==> src/rtl/bpc_pkg.sv <==
// ---------------------------------------------------------------------------
// bpc_pkg
// types and constants of the button press classifier
// ---------------------------------------------------------------------------
`default_nettype none

package bpc_pkg;

  localparam int BUTTON_LEVELS_W = 2;
  localparam int EVENT_KIND_W    = 2;
  localparam int HOLD_W          = 16;
  localparam int APB_DATA_W      = 32;
  localparam int APB_ADDR_W      = 3;

  localparam logic [HOLD_W-1:0] HOLD_MAX           = '1;
  localparam logic [HOLD_W-1:0] LONG_PRESS_DEFAULT = 16'd40;

  // register index, taken from paddr[2]
  localparam logic REG_LONG_PRESS_TICKS = 1'b0;

  typedef enum logic [EVENT_KIND_W-1:0] {
    EV_SHORT   = 2'd0,
    EV_LONG    = 2'd1,
    EV_RELEASE = 2'd2
  } event_kind_t;

  typedef struct packed {
    event_kind_t event_kind;
    logic        button_index;
  } result_t;

endpackage

`default_nettype wire

==> src/rtl/bpc_if.sv <==
// ---------------------------------------------------------------------------
// bpc_poll_if / bpc_result_if
// valid/ready channels for poll samples and classified events
// ---------------------------------------------------------------------------
`default_nettype none

interface bpc_poll_if import bpc_pkg::*; ();
  logic                       valid;
  logic                       ready;
  logic [BUTTON_LEVELS_W-1:0] button_levels;

  modport source (output valid, output button_levels, input ready);
  modport sink   (input valid, input button_levels, output ready);
endinterface

interface bpc_result_if import bpc_pkg::*; ();
  logic                    valid;
  logic                    ready;
  logic [EVENT_KIND_W-1:0] event_kind;
  logic                    button_index;

  modport source (output valid, output event_kind, output button_index, input ready);
  modport sink   (input valid, input event_kind, input button_index, output ready);
endinterface

`default_nettype wire

==> src/rtl/button_press_classifier.sv <==
// ---------------------------------------------------------------------------
// button_press_classifier
// short / long press detector for a row of active-low push buttons
// ---------------------------------------------------------------------------
// One request on poll carries one sample of all button levels (bit set means
// released). The block takes one request every clock cycle unless the skid
// register is full: the sample is classified combinationally against the
// stored levels and hold count and the state is updated at the edge that
// accepts it, so the next sample may follow directly. An event (short press
// start, long press, release of a short press) is registered into the output
// register, or into one skid register behind it; poll.ready drops only
// while both hold an event, so a stalled result side does not stop sampling
// until two events are pending. long_press_ticks is written over APB at
// byte address 0; write it only while no request is in flight.
// ---------------------------------------------------------------------------
`default_nettype none

module button_press_classifier
  import bpc_pkg::*;
#(
  parameter int NUM_BUTTONS = 2
) (
  input  wire logic                  clk,
  input  wire logic                  rst,
  bpc_poll_if.sink                   poll,
  bpc_result_if.source               result,
  input  wire logic                  psel,
  input  wire logic                  penable,
  input  wire logic                  pwrite,
  input  wire logic [APB_ADDR_W-1:0] paddr,
  input  wire logic [APB_DATA_W-1:0] pwdata,
  output logic      [APB_DATA_W-1:0] prdata,
  output logic                       pready
);

  // configuration
  logic [HOLD_W-1:0] long_press_ticks;

  // classifier state
  logic [NUM_BUTTONS-1:0] previous_levels;
  logic [NUM_BUTTONS-1:0] previous_levels_next;
  logic [HOLD_W-1:0]      hold_ticks;
  logic [HOLD_W-1:0]      hold_ticks_next;

  // output register and skid register
  logic    out_valid;
  result_t out_data;
  logic    skid_valid;
  result_t skid_data;

  // combinational classification
  logic [NUM_BUTTONS+BUTTON_LEVELS_W-1:0] levels_ext;
  logic [NUM_BUTTONS-1:0] cur;
  logic [NUM_BUTTONS-1:0] pressed;
  logic [NUM_BUTTONS-1:0] released_now;
  logic [NUM_BUTTONS-1:0] lowest_release;
  logic [NUM_BUTTONS-1:0] odd_mask;
  logic                   none_pressed;
  logic                   one_pressed;
  logic                   press_idx;
  logic                   release_idx;
  logic [HOLD_W-1:0]      hold_inc;
  logic                   ev_valid;
  result_t                ev;

  logic accept;
  logic pop;
  logic push;
  logic cfg_write;

  // -------------------------------------------------------------------------
  // APB register access, no wait states
  // -------------------------------------------------------------------------
  assign pready    = 1'b1;
  assign cfg_write = psel && penable && pwrite && pready;

  always_ff @(posedge clk) begin
    if (rst) begin
      long_press_ticks <= LONG_PRESS_DEFAULT;
    end else if (cfg_write && (paddr[2] == REG_LONG_PRESS_TICKS)) begin
      long_press_ticks <= pwdata[HOLD_W-1:0];
    end
  end

  always_comb begin
    if (paddr[2] == REG_LONG_PRESS_TICKS) begin
      prdata = {{(APB_DATA_W-HOLD_W){1'b0}}, long_press_ticks};
    end else begin
      prdata = '0;
    end
  end

  // -------------------------------------------------------------------------
  // classification of one sample
  // -------------------------------------------------------------------------
  // buttons beyond the input field read as pressed (level zero)
  assign levels_ext = {{NUM_BUTTONS{1'b0}}, poll.button_levels};
  assign cur        = levels_ext[NUM_BUTTONS-1:0];
  assign pressed    = ~cur;

  assign none_pressed = (pressed == '0);
  assign one_pressed  = !none_pressed && ((pressed & (pressed - 1'b1)) == '0);

  // bit 0 of a button index is set for every odd position
  always_comb begin
    for (int b = 0; b < NUM_BUTTONS; b++) begin
      odd_mask[b] = (b % 2) == 1;
    end
  end

  // buttons that were down last tick and are up now; the lowest one is reported
  assign released_now   = cur & ~previous_levels;
  assign lowest_release = released_now & (~released_now + 1'b1);
  assign release_idx    = |(lowest_release & odd_mask);
  assign press_idx      = |(pressed & odd_mask);

  assign hold_inc = hold_ticks + 1'b1;

  always_comb begin
    ev_valid             = 1'b0;
    ev.event_kind        = EV_SHORT;
    ev.button_index      = 1'b0;
    previous_levels_next = previous_levels;
    hold_ticks_next      = hold_ticks;

    if (none_pressed) begin
      // all idle: report a short release, then restart the hold count
      previous_levels_next = cur;
      hold_ticks_next      = '0;
      if ((released_now != '0) && (hold_ticks < long_press_ticks)) begin
        ev_valid        = 1'b1;
        ev.event_kind   = EV_RELEASE;
        ev.button_index = release_idx;
      end
    end else if (one_pressed) begin
      previous_levels_next = cur;
      if ((previous_levels & pressed) != '0) begin
        // fresh press; the hold count carries on from before
        ev_valid        = 1'b1;
        ev.event_kind   = EV_SHORT;
        ev.button_index = press_idx;
      end else if (hold_ticks != HOLD_MAX) begin
        // still held: count, saturating at the top
        hold_ticks_next = hold_inc;
        if (hold_inc == long_press_ticks) begin
          ev_valid        = 1'b1;
          ev.event_kind   = EV_LONG;
          ev.button_index = press_idx;
        end
      end
    end
    // two or more pressed: chord, state left alone
  end

  // -------------------------------------------------------------------------
  // state update on every accepted sample
  // -------------------------------------------------------------------------
  assign poll.ready = !skid_valid;
  assign accept     = poll.valid && poll.ready;

  always_ff @(posedge clk) begin
    if (rst) begin
      previous_levels <= '1;
      hold_ticks      <= '0;
    end else if (accept) begin
      previous_levels <= previous_levels_next;
      hold_ticks      <= hold_ticks_next;
    end
  end

  // -------------------------------------------------------------------------
  // output register with one skid entry
  // -------------------------------------------------------------------------
  assign pop  = out_valid && result.ready;
  assign push = accept && ev_valid;

  always_ff @(posedge clk) begin
    if (rst) begin
      out_valid  <= 1'b0;
      skid_valid <= 1'b0;
    end else if (skid_valid) begin
      // no new request is taken while the skid entry is full
      if (pop) begin
        skid_valid <= 1'b0;
      end
    end else if (out_valid && !pop) begin
      if (push) begin
        skid_valid <= 1'b1;
      end
    end else begin
      out_valid <= push;
    end
  end

  always_ff @(posedge clk) begin
    if (skid_valid) begin
      if (pop) begin
        out_data <= skid_data;
      end
    end else if (out_valid && !pop) begin
      if (push) begin
        skid_data <= ev;
      end
    end else if (push) begin
      out_data <= ev;
    end
  end

  assign result.valid        = out_valid;
  assign result.event_kind   = out_data.event_kind;
  assign result.button_index = out_data.button_index;

endmodule

`default_nettype wire

==> src/flat_wrapper.sv <==
// flat-port wrapper written by rule: the top's interface ports become plain ports
module button_press_classifier_flat import bpc_pkg::*;
#(
  parameter int NUM_BUTTONS = 2
)
  (clk, rst, psel, penable, pwrite, paddr, pwdata, prdata, pready, poll_valid, poll_button_levels, poll_ready, result_valid, result_event_kind, result_button_index, result_ready);
  bpc_poll_if poll_i ();
  bpc_result_if result_i ();
  input  wire logic clk;
  input  wire logic rst;
  input  wire logic psel;
  input  wire logic penable;
  input  wire logic pwrite;
  input  wire logic [APB_ADDR_W-1:0] paddr;
  input  wire logic [APB_DATA_W-1:0] pwdata;
  output logic      [APB_DATA_W-1:0] prdata;
  output logic pready;
  input wire logic [$bits(poll_i.valid)-1:0] poll_valid;
  input wire logic [$bits(poll_i.button_levels)-1:0] poll_button_levels;
  output wire logic [$bits(poll_i.ready)-1:0] poll_ready;
  output wire logic [$bits(result_i.valid)-1:0] result_valid;
  output wire logic [$bits(result_i.event_kind)-1:0] result_event_kind;
  output wire logic [$bits(result_i.button_index)-1:0] result_button_index;
  input wire logic [$bits(result_i.ready)-1:0] result_ready;
  assign poll_i.valid = poll_valid;
  assign poll_i.button_levels = poll_button_levels;
  assign poll_ready = poll_i.ready;
  assign result_valid = result_i.valid;
  assign result_event_kind = result_i.event_kind;
  assign result_button_index = result_i.button_index;
  assign result_i.ready = result_ready;
  button_press_classifier #(.NUM_BUTTONS(NUM_BUTTONS)) u_core (.clk(clk), .rst(rst), .poll(poll_i), .result(result_i), .psel(psel), .penable(penable), .pwrite(pwrite), .paddr(paddr), .pwdata(pwdata), .prdata(prdata), .pready(pready));
endmodule
==> config.mk <==
export PLATFORM = sky130hd
export DESIGN_NAME = button_press_classifier_flat
export DESIGN_NICKNAME = d
export VERILOG_FILES = /design/src/rtl/bpc_pkg.sv /design/src/rtl/bpc_if.sv /design/src/rtl/button_press_classifier.sv /design/src/flat_wrapper.sv
export SDC_FILE = /design/constraint.sdc
export NUM_CORES = 1
export LEC_CHECK = 0
export BUFFER_PORTS_ARGS = -buffer_cell sky130_fd_sc_hd__buf_2
export CAP_MARGIN = 20
export CORE_ASPECT_RATIO = 2
export CORE_UTILIZATION = 40
export CTS_CLUSTER_SIZE = 24
export DETAILED_ROUTE_END_ITERATION = 7
export PLACE_DENSITY = 0.66
export SLEW_MARGIN = 20
export SYNTH_ARGS = -nofsm -noshare
export SYNTH_HDL_FRONTEND = slang
export SYNTH_SLANG_ARGS = --single-unit
==> constraint.sdc <==
create_clock -name clk -period 3.2 [get_ports clk]
set_clock_uncertainty 0.05 [all_clocks]
set_input_delay 0 -clock clk [delete_from_list [all_inputs] [get_ports clk]]
set_output_delay 0 -clock clk [all_outputs]
set_load 0.05 [all_outputs]
Word-level counts from Yosys, hierarchy flattened
Cells that the tools add are included.
{"block": "totals", "register_bits": 42, "latchBits": 0, "ramBits": 0, "rom_bits": 0, "word_cells": 79, "n_memories": 0}
{"block": "classes", "addsub": 3, "mul": 0, "div_mod_pow": 0, "magnitude_cmp": 1, "eq_ne": 5, "shifts": 0, "muxes": 27, "bitwise": 10, "reduce_logical": 24}
{"op": "$mux W16", "count": 5}
{"op": "$mux W3", "count": 9}
{"op": "$add A16 B1 Y16 const B", "count": 1}
{"op": "$eq A16 B16 Y1", "count": 1}
{"op": "$lt A16 B16 Y1", "count": 1}
{"op": "$ne A16 B16 Y1 const B", "count": 1}
{"op": "$mux W1", "count": 10}
{"op": "$reduce_bool A2 Y1", "count": 5}
{"op": "$logic_and A1 B1 Y1", "count": 9}
{"op": "$and A2 B2 Y2", "count": 4}
{"op": "$mux W2", "count": 3}
{"op": "$not A2 Y2", "count": 3}
{"op": "$reduce_and A3 Y1", "count": 2}
{"op": "$logic_not A2 Y1", "count": 2}
{"op": "$ne A2 B1 Y1 const B", "count": 2}
{"op": "$reduce_and A2 Y1", "count": 2}
{"op": "$reduce_and A4 Y1", "count": 1}
{"op": "$logic_not A1 Y1", "count": 3}
{"op": "$not A1 Y1", "count": 3}
{"op": "$add A2 B1 Y2 const B", "count": 1}
{"op": "$ne A2 B2 Y1 const B", "count": 1}
{"op": "$sub A2 B1 Y2 const B", "count": 1}

Longest topological paths before layout
Gate-level depths: netlist of the first run.
{"block": "logic_depth", "depth_word": 11, "depth_mapped": 9, "ltp_nobuf": 9}

Worst setup path after synthesis of the first run
OpenSTA, ideal clock, no wires.
{"block": "synth_path", "kind": "register to register", "from": "register u_core.hold_ticks[1]", "to": "register u_core.out_data (netlist bit u_core.result.button_index), data pin", "setup_time_ps": 152, "arrival_time_ps": 2748, "t_required_ps": 2998, "path_slack_ps": 250, "path_stages_with_launch": 10, "path_buffers": 1, "synth_period_minus_slack_ps": 2950, "path_cell_list": "dfxtp_1 > ha_1 > buf_2 > nand3_1 > nor4_1 > xnor2_1 > o21ai_0 > or4_1 > or4_1 > a31oi_1"}
{"block": "synth_via", "elab_chain_cells": 10, "elab_cells_between_ends": 14, "cone_classes": "add/sub (1); order compare (1); eq/ne (2); mux (9); reduce/logical (1)"}
{"element": "start: declaration", "line_no": "button_press_classifier.sv:42", "rtl": "logic [HOLD_W-1:0] hold_ticks;"}
{"element": "start signal: assignment", "line_no": "button_press_classifier.sv:167", "rtl": "hold_ticks <= hold_ticks_next;"}
{"element": "$add A16 B1 Y16", "line_no": "button_press_classifier.sv:117", "rtl": "assign hold_inc = hold_ticks + 1'b1;"}
{"element": "$eq A16 B16 Y1", "line_no": "button_press_classifier.sv:145", "rtl": "if (hold_inc == long_press_ticks) begin"}
{"element": "$mux W2", "line_no": "button_press_classifier.sv:145"}
{"element": "$mux W3", "line_no": "button_press_classifier.sv:142", "rtl": "end else if (hold_ticks != HOLD_MAX) begin"}
{"element": "$mux W3", "line_no": "button_press_classifier.sv:137", "rtl": "if ((previous_levels & pressed) != '0) begin"}
{"element": "$mux W3", "line_no": "button_press_classifier.sv:135", "rtl": "end else if (one_pressed) begin"}
{"element": "$mux W3 (*)", "line_no": "button_press_classifier.sv:126", "rtl": "if (none_pressed) begin"}
{"element": "$mux W3 (*)", "line_no": "button_press_classifier.sv:204", "rtl": "end else if (push) begin"}
{"element": "$mux W3 (*)", "line_no": "button_press_classifier.sv:200", "rtl": "end else if (out_valid && !pop) begin"}
{"element": "$mux W3 (*)", "line_no": "button_press_classifier.sv:196", "rtl": "if (skid_valid) begin"}
{"element": "end signal: assignment", "line_no": "button_press_classifier.sv:198", "rtl": "out_data <= skid_data;"}
{"element": "end signal: assignment", "line_no": "button_press_classifier.sv:205", "rtl": "out_data <= ev;"}
{"element": "end: declaration", "line_no": "button_press_classifier.sv:47", "rtl": "result_t out_data;"}
Mark *: on every way between the ends. The rest lies on a longest branch, timed or not. The select of a mux whose other input is x is not followed.
A chain may end at the register's enable or synchronous reset.

Final worst setup path of the first run
{"block": "layout_path", "from": "register u_core.hold_ticks[0]", "to": "register u_core.out_data (netlist bit u_core.result.event_kind[1]) (enable)"}
{"block": "layout_via", "elab_chain_cells": 10, "elab_cells_between_ends": 14, "cone_classes": "add/sub (1); order compare (1); eq/ne (2); mux (6); reduce/logical (4)"}
{"element": "$add A16 B1 Y16", "line_no": "button_press_classifier.sv:117"}
{"element": "$eq A16 B16 Y1", "line_no": "button_press_classifier.sv:145"}
{"element": "$mux W1", "line_no": "button_press_classifier.sv:145"}
{"element": "$mux W1", "line_no": "button_press_classifier.sv:142"}
{"element": "$mux W1", "line_no": "button_press_classifier.sv:137"}
{"element": "$mux W1", "line_no": "button_press_classifier.sv:135"}
{"element": "$mux W1 (*)", "line_no": "button_press_classifier.sv:126"}
{"element": "$logic_and A1 B1 Y1 (*)", "line_no": "button_press_classifier.sv:175", "rtl": "assign push = accept && ev_valid;"}
{"element": "$reduce_bool A2 Y1 (no source line) (*)"}
{"element": "$reduce_and A3 Y1 (no source line) (*)"}
Mark *: on every way between the ends. The rest lies on a longest branch, timed or not.

==> results of run 1 <==
[kinds of logic (layout without fill, tap and decap cells)]
kind of cell / after synthesis / count (layout) / share of synthesized area, %
and+or+nand+nor: 162 / 162 / 25.71
AOI/OAI and AO/OA: 108 / 108 / 21.88
buffers and inverters: 71 / 129 / 11.10
DFF: 42 / 42 / 28.44
adders and majority gates: 19 / 19 / 7.504
xor gates and xnor gates: 15 / 15 / 4.147
muxes: 3 / 3 / 0.9874
other: 2 / 17 / 0.2371
[timing repair]
item                                    4_1_cts  5_1_grt
resized for setup                             0        4
hold buffers                                 19        0
endpoints found under the setup margin        0        8
endpoints found under the hold margin        19        0
[where the power goes]
part	switching [mW]	total, mW	internal [mW]
registers	0.0103	0.556	0.546
logic	0.150	0.222	0.0713
clock network	0.211	0.501	0.290
[layer usage]
metal  vias up  wire length (um)  global-route usage, %
li1       1609                 -                      -
met1      1498              3343                  23.64
met2       122              5167                  44.42
met3        30               468                  4.181
met4         0               502                  17.65
met5         -                 0                      0
[sequential cells by signal, summed over array words and instances, names as in the netlist]
| register | count |
|---|---|
| u_core.skid_data | 3 |
| u_core.hold_ticks | 16 |
| u_core.previous_levels | 2 |
| u_core.result.button_index | 1 |
| u_core.long_press_ticks | 16 |
| u_core.result.valid | 1 |
| u_core.result.event_kind | 2 |
| u_core.skid_valid | 1 |
[through the flow]
stage	instance area (um^2)	utilization, %
global route	3880	51.05
floorplan	3224	-
global placement	3536	46.52
CTS	3866	50.86
finish	3880	51.05
detailed placement	3536	46.52
[worst min-delay path: cells and delay by family]
| family | cells | cell delay, ns |
|---|---|---|
| AO/OA/AOI/OAI | 3 | 0.26 |
| buffers and inverters | 1 | 0.10 |
[area by class of cell]
type	instances	area (um^2)
flip-flops and latches	42	900.9
fillers	778	3721
clock buffers	7	132.6
well taps	94	117.6
repair buffers	93	630.6
clock inverters	1	7.507
multi-input cells	324	1986
inverters	28	105.1
[path summary, 6_finish.rpt]
| check | slack (ns) | to | cells past startpoint |
|---|---|---|---|
| worst max register to register | 0.14 | u_core.result.event_kind[1] | 10 |
| worst max-delay path | 0.14 | u_core.result.event_kind[1] | 10 |
| worst min-delay path | 0.07 | u_core.skid_valid | 4 |
| worst min register to register | 0.42 | u_core.long_press_ticks[2] | 2 |
[synthesized netlist by cell type, drive strengths merged (3+ instances only)]
master	number
nand4	13
nor2	42
edfxtp	6
o211ai	4
buf	26
o2111ai	3
nor4	5
and2	4
nor3	5
xor2	4
or3	4
a211o	5
o31ai	3
inv	28
nor3b	3
nand3	15
a31oi	3
ha	19
o22ai	4
a2111oi	5
nor2b	5
nor4b	3
xnor2	11
dfxtp	36
o21a	3
or4	6
clkbuf	17
a21oi	43
nand2	44
o21ai	24
==> metrics.csv, run 1 <==
metric,value,unit
Clk Tree Root Cell,clkbuf_16,
Max Clk Rate,327.0,MHz
Vias,3259,
placement row count,45,
register area share after synthesis,28.44,%
Final setup viols,0,
vias per cell,5.533,
Inserted Diodes,0,
Yosys cell types,59,
CTS tree,built,
"EDFF count, synth",6,
asr flop ratio synth,0,%
CP top delay family,simple AND/OR/NAND/NOR gates,
global-route wire length before repair,15140,um
GR Util All Layers,24.34,%
share of the synthesized area in the top cell type,22.75,%
cell count after placement,562,
overall power,1.279,mW
clock latency on the worst-skew pair,0.29,ns
most frequent cells in the layout,"46 x buf_2, 44 x nand2_1, 42 x nor2_1, 42 x a21oi_1, 36 x dfxtp_1",
hpwl dp,7293,um
Synth area leader,dfxtp_1,
Slowest cell on crit path,dfxtp_1,
Num Clock Sinks,42,
total number of yosys warnings,0,
CP Launch Type,register,
largest net degree at the start of global routing,35,
final worst slack,0.1419,ns
mean routed wirelength per cell,16.10,um
Num CTS Buffers,5,
Pre-Repair DR Iteration Count,4,
CTS max path bufs,2,
# Max-Cap Violations,0,
"most common cell after layout, fill and taps aside",buf_2,
post-route antenna net violation count,0,
period utilisation layout,95.57,%
Synth Flop Type,dfxtp_1,
synth top area cells,"dfxtp_1 23%, ha_1 7.5%, a21oi_1 6.6%, edfxtp_1 5.7%, nand2_1 5.2%",
critical path class,reg -> reg,
chip width,64.93,um
CORE AREA,7601,um^2
Worst path max stage delay,0.41,ns
Final Slew Violations,0,
crit path cell chain,ha_1 -> nand3_1 -> buf_4 -> nor3_1 -> xnor2_1 -> o2111ai_1 -> nor4_1 -> nor3_1 -> a221oi_1 -> buf_4,
share of layout cells above drive strength 1,18.18,%
Die Ht,127.9,um
Hold Startpoint,poll_valid,
pre-CTS WS,0.1595,ns
initial antenna violation count,0,
I/O Buffers,46,
DRC violations left,0,
"Cell Area, Synth",3168,um^2
CP required,3.17,ns
Final #Nets,557,
CP Buf/Inv Count,2,
#FFs+latches synth,42,
detailed router's first-iteration violation count,191,
Area growth syn-to-layout,22.47,%
hold slack,0.07222,ns
Avg Inst Size Synth,7.507,um^2
reg-to-reg startpoint,u_core.hold_ticks[0],
P_leak,1.510,nW
grt ovf,0,
Pwr per Cell Area,329.6,nW/um^2
Synth Instances,422,
setup TNS,0,ns
Initial Util,41.68,%
CP endpoint kind,register,
Final min period,3.058,ns
vias in the first global route,3044,
Post-Layout Cell Count,589,
worst path arrival time,3.03,ns
max_slew headroom,48.14,%
Hold Fails Final Rpt,0,
Worst Setup SP,u_core.hold_ticks[0],
Ports,82,
htree depth,2,
gpl congestion,0.9945,
worst vdd ir,0.0003132,V
"Setup Fix Bufs, Post-CTS",0,
die area,8302,um^2
status,completed,
Worst Tran Pin Value,0.7708,ns
clk slew on worst S/H paths,0.06,ns
final wirelength,9481,um
worst-path fanout max,6,
worst min path class,in -> reg,
Power figures use the tool's default switching activity.
==> run 2, diff against run 1 <==
--- a/config.mk
+++ b/config.mk
@@ -5,13 +5,13 @@
 export SDC_FILE = /design/constraint.sdc
 export NUM_CORES = 1
 export LEC_CHECK = 0
+export ABC_AREA = 1
 export BUFFER_PORTS_ARGS = -buffer_cell sky130_fd_sc_hd__buf_2
 export CAP_MARGIN = 20
 export CORE_ASPECT_RATIO = 2
-export CORE_UTILIZATION = 40
+export CORE_UTILIZATION = 31
 export CTS_CLUSTER_SIZE = 24
 export DETAILED_ROUTE_END_ITERATION = 7
-export PLACE_DENSITY = 0.66
 export SLEW_MARGIN = 20
 export SYNTH_ARGS = -nofsm -noshare
 export SYNTH_HDL_FRONTEND = slang
==> run 2 against run 1 <==
The run now ends with design-rule violations left. Power increased by 24%. Flip-flop and latch count unchanged. Critical path depth up 3. Via count down 6.8%. Maximum frequency is 13% higher. Synthesized area down 5.8%. Combinational power up 50%. Sequential share of layout area increased by 1.6 points. Die area up 21%. Final area decreased by 6.5%. Largest power group is now the clock network.
==> metrics.csv, run 2 <==
metric,value,unit
status,finished with violations,
failing checks,design-rule violations,
Avg Inst Size Synth,6.986,um^2
crit path cell chain,ha_1 -> nand2_2 -> nor2_8 -> nand2_4 -> nor2_4 -> nand2_2 -> nand3_1 -> nand3_1 -> nor2_1 -> nand4_2 -> nand3_2 -> nand3_2 -> a21oi_1,
share of layout cells above drive strength 1,16.36,%
htree depth,2,
Worst path max stage delay,0.44,ns
"Cell Area, Synth",2983,um^2
critical path class,reg -> reg,
Final Slew Violations,0,
Slowest cell on crit path,dfxtp_1,
Yosys cell types,35,
Crit path depth,13,
Die Ht,140.7,um
R2R Path End,u_core.result.event_kind[0],
pre-CTS WS,0.4802,ns
total number of yosys warnings,0,
CP required,3.11,ns
Final min period,2.714,ns
CTS tree,built,
xor and xnor area share after synthesis,1.636,%
most frequent cells in the layout,"80 x nand2_1, 53 x inv_1, 46 x buf_2",
# Max-Cap Violations,0,
main combinational cell family by area after synthesis,simple AND/OR/NAND/NOR gates,
crit path to,u_core.result.event_kind[0],
Area growth syn-to-layout,21.56,%
Final setup viols,0,
global-route wire length before repair,13480,um
setup TNS,0,ns
GR Util All Layers,17.25,%
overall power,1.585,mW
grt ovf,0,
#FFs+latches synth,42,
Seq pwr share,37.5,%
synth top area cells,"dfxtp_1 24%, nand2_1 10%, ha_1 8.0%, inv_1 6.7%, edfxtp_1 6.0%",
Synth Instances,427,
Psw,477.1,uW
largest net degree at the start of global routing,32,
Final #Nets,551,
Layout Utilization,38.90,%
CORE AREA,9321,um^2
final worst slack,0.4864,ns
vias per cell,5.123,
post-route antenna net violation count,0,
final wirelength,8136,um
P_leak,1.686,nW
CP endpoint kind,register,
period utilisation layout,84.80,%
"most common cell after layout, fill and taps aside",nand2_1,
worst path arrival time,2.62,ns
chip width,71.36,um
mux contribution to synthesized area,0.3775,%
worst min path class,in -> reg,
area fraction in compound gates after synthesis,17.99,%
Max Clk Rate,368.5,MHz
M2 GR Usage,32.33,%
Num CTS Buffers,5,
clock latency on the worst-skew pair,0.30,ns
RSZ-0062 raised after global routing,false,
Simple-Gate Fraction of Synth Area,28.73,%
grt met3 use,2.287,%
"EDFF count, synth",6,
reg2reg setup slack,0.49,ns
biggest regs,"u_core.hold_ticks x16, u_core.long_press_ticks x16, u_core.skid_data x3",
switching fraction of total power,30.10,%
vias in the first global route,2919,
grt met1 use,17.47,%
internal power,1.108,mW
"Setup Fix Bufs, Post-CTS",0,
initial antenna violation count,0,
I/O Buffers,46,
Worst Reg2Reg Path Length in Cells,13,
Comb power frac,21.0,%
register area share after synthesis,30.20,%
max_slew headroom,53.96,%
Inserted Diodes,0,
worst vdd ir,0.0002702,V
Synth Flop Type,dfxtp_1,
clk slew on worst S/H paths,0.06,ns
DRC violations left,7,
Clk Tree Root Cell,clkbuf_16,
detailed router's first-iteration violation count,120,
CP Buf/Inv Count,0,
CP Launch Type,register,
power share of the clock group,41.5,%
asr flop ratio synth,0,%
Ports,82,
adder-cell share of the synthesized area,7.970,%
Initial Util,32.00,%
Pre-Repair DR Iteration Count,7,
share of the synthesized area in the top cell type,24.16,%
die area,10040,um^2
Hold Fails Final Rpt,0,
CP top delay family,simple AND/OR/NAND/NOR gates,
hpwl dp,6210,um
most frequent cells after synthesis,"80 x nand2_1, 53 x inv_1, 41 x nor2_1",
worst-path fanout max,7,
Worst Setup SP,u_core.hold_ticks[1],
"count leader, synth",nand2_1,
mean routed wirelength per cell,13.72,um
placement row count,50,
Vias,3038,
Num Clock Sinks,42,
Synth area leader,dfxtp_1,
gpl congestion,0.8414,
CTS max path bufs,2,
Pwr per Cell Area,437.1,nW/um^2
GRT Max-Usage Layer,met2,
Worst Tran Pin Value,0.6863,ns
reg-to-reg startpoint,u_core.hold_ticks[1],
-- run 2: worst min path at each step --
stage / startpoint / endpoint / cells after the start
4_1_cts: poll_valid / u_core.result.valid / 5
2_1_floorplan: poll_button_levels[0] / u_core.previous_levels[0] / 2
6_report: poll_valid / u_core.skid_valid / 5
5_1_grt: poll_valid / u_core.skid_valid / 5
3_5_place_dp: pwdata[3] / u_core.long_press_ticks[3] / 3
3_3_place_gp: pwdata[5] / u_core.long_press_ticks[5] / 3
-- run 2: power by group through the flow --
stage	logic [mW]	registers (mW)	clock network (mW)
floorplan	0.251	0.605	0
global placement	0.308	0.603	0
detailed placement	0.314	0.604	0
CTS	0.333	0.593	0.672
global route	0.372	0.598	0.692
finish	0.333	0.594	0.658
-- run 2: kinds of logic (layout without fill, tap and decap cells) --
group                      after synthesis  after routing
other                                    2             17
buffers and inverters                   84            131
and+or+nand+nor                        183            183
muxes                                    1              1
AOI/OAI and AO/OA                       92             92
DFF                                     42             42
xor gates and xnor gates                 4              4
adders and majority gates               19             19
-- run 2: area by class of cell --
cell class | instances | area (um^2)
Clock buffer | 7 | 163.9
Multi-Input combinational cell | 316 | 1755
Fill cell | 973 | 5695
Clock inverter | 1 | 30.03
Inverter | 56 | 210.2
Timing Repair Buffer | 67 | 435.4
Tap cell | 104 | 130.1
Sequential cell | 42 | 900.9
-- run 2: stage by stage --
stage	hold slack (ns)	instance area, um^2	cells
after CTS	0.08648	3626	593
after global routing	0.1342	3626	593
after floorplan	0.07642	3039	442
after detailed placement	0.1747	3242	566
final	0.08182	3626	593
after global placement	0.1705	3242	566
-- run 2: worst min-delay path, cell delays in order --
cell and delay [ns]:
buf_2 0.09, nand2_1 0.08, inv_1 0.07, nand3_2 0.08, a21oi_2 0.05
-- run 2: repair_timing --
item                                    in CTS  in global routing
endpoints found under the setup margin       0                  0
hold endpoints to repair                    19                  0
resized for setup                            0                  0
hold buffers                                19                  0
-- run 2: per-layer routing --
layer  routed length (um)  up-vias  part of all wire [%]
met4                  403        0                   5.0
met2                 4347      103                    53
met5                    0        -                     0
li1                     -     1517                     -
met3                  287       32                   3.5
met1                 3098     1386                    38
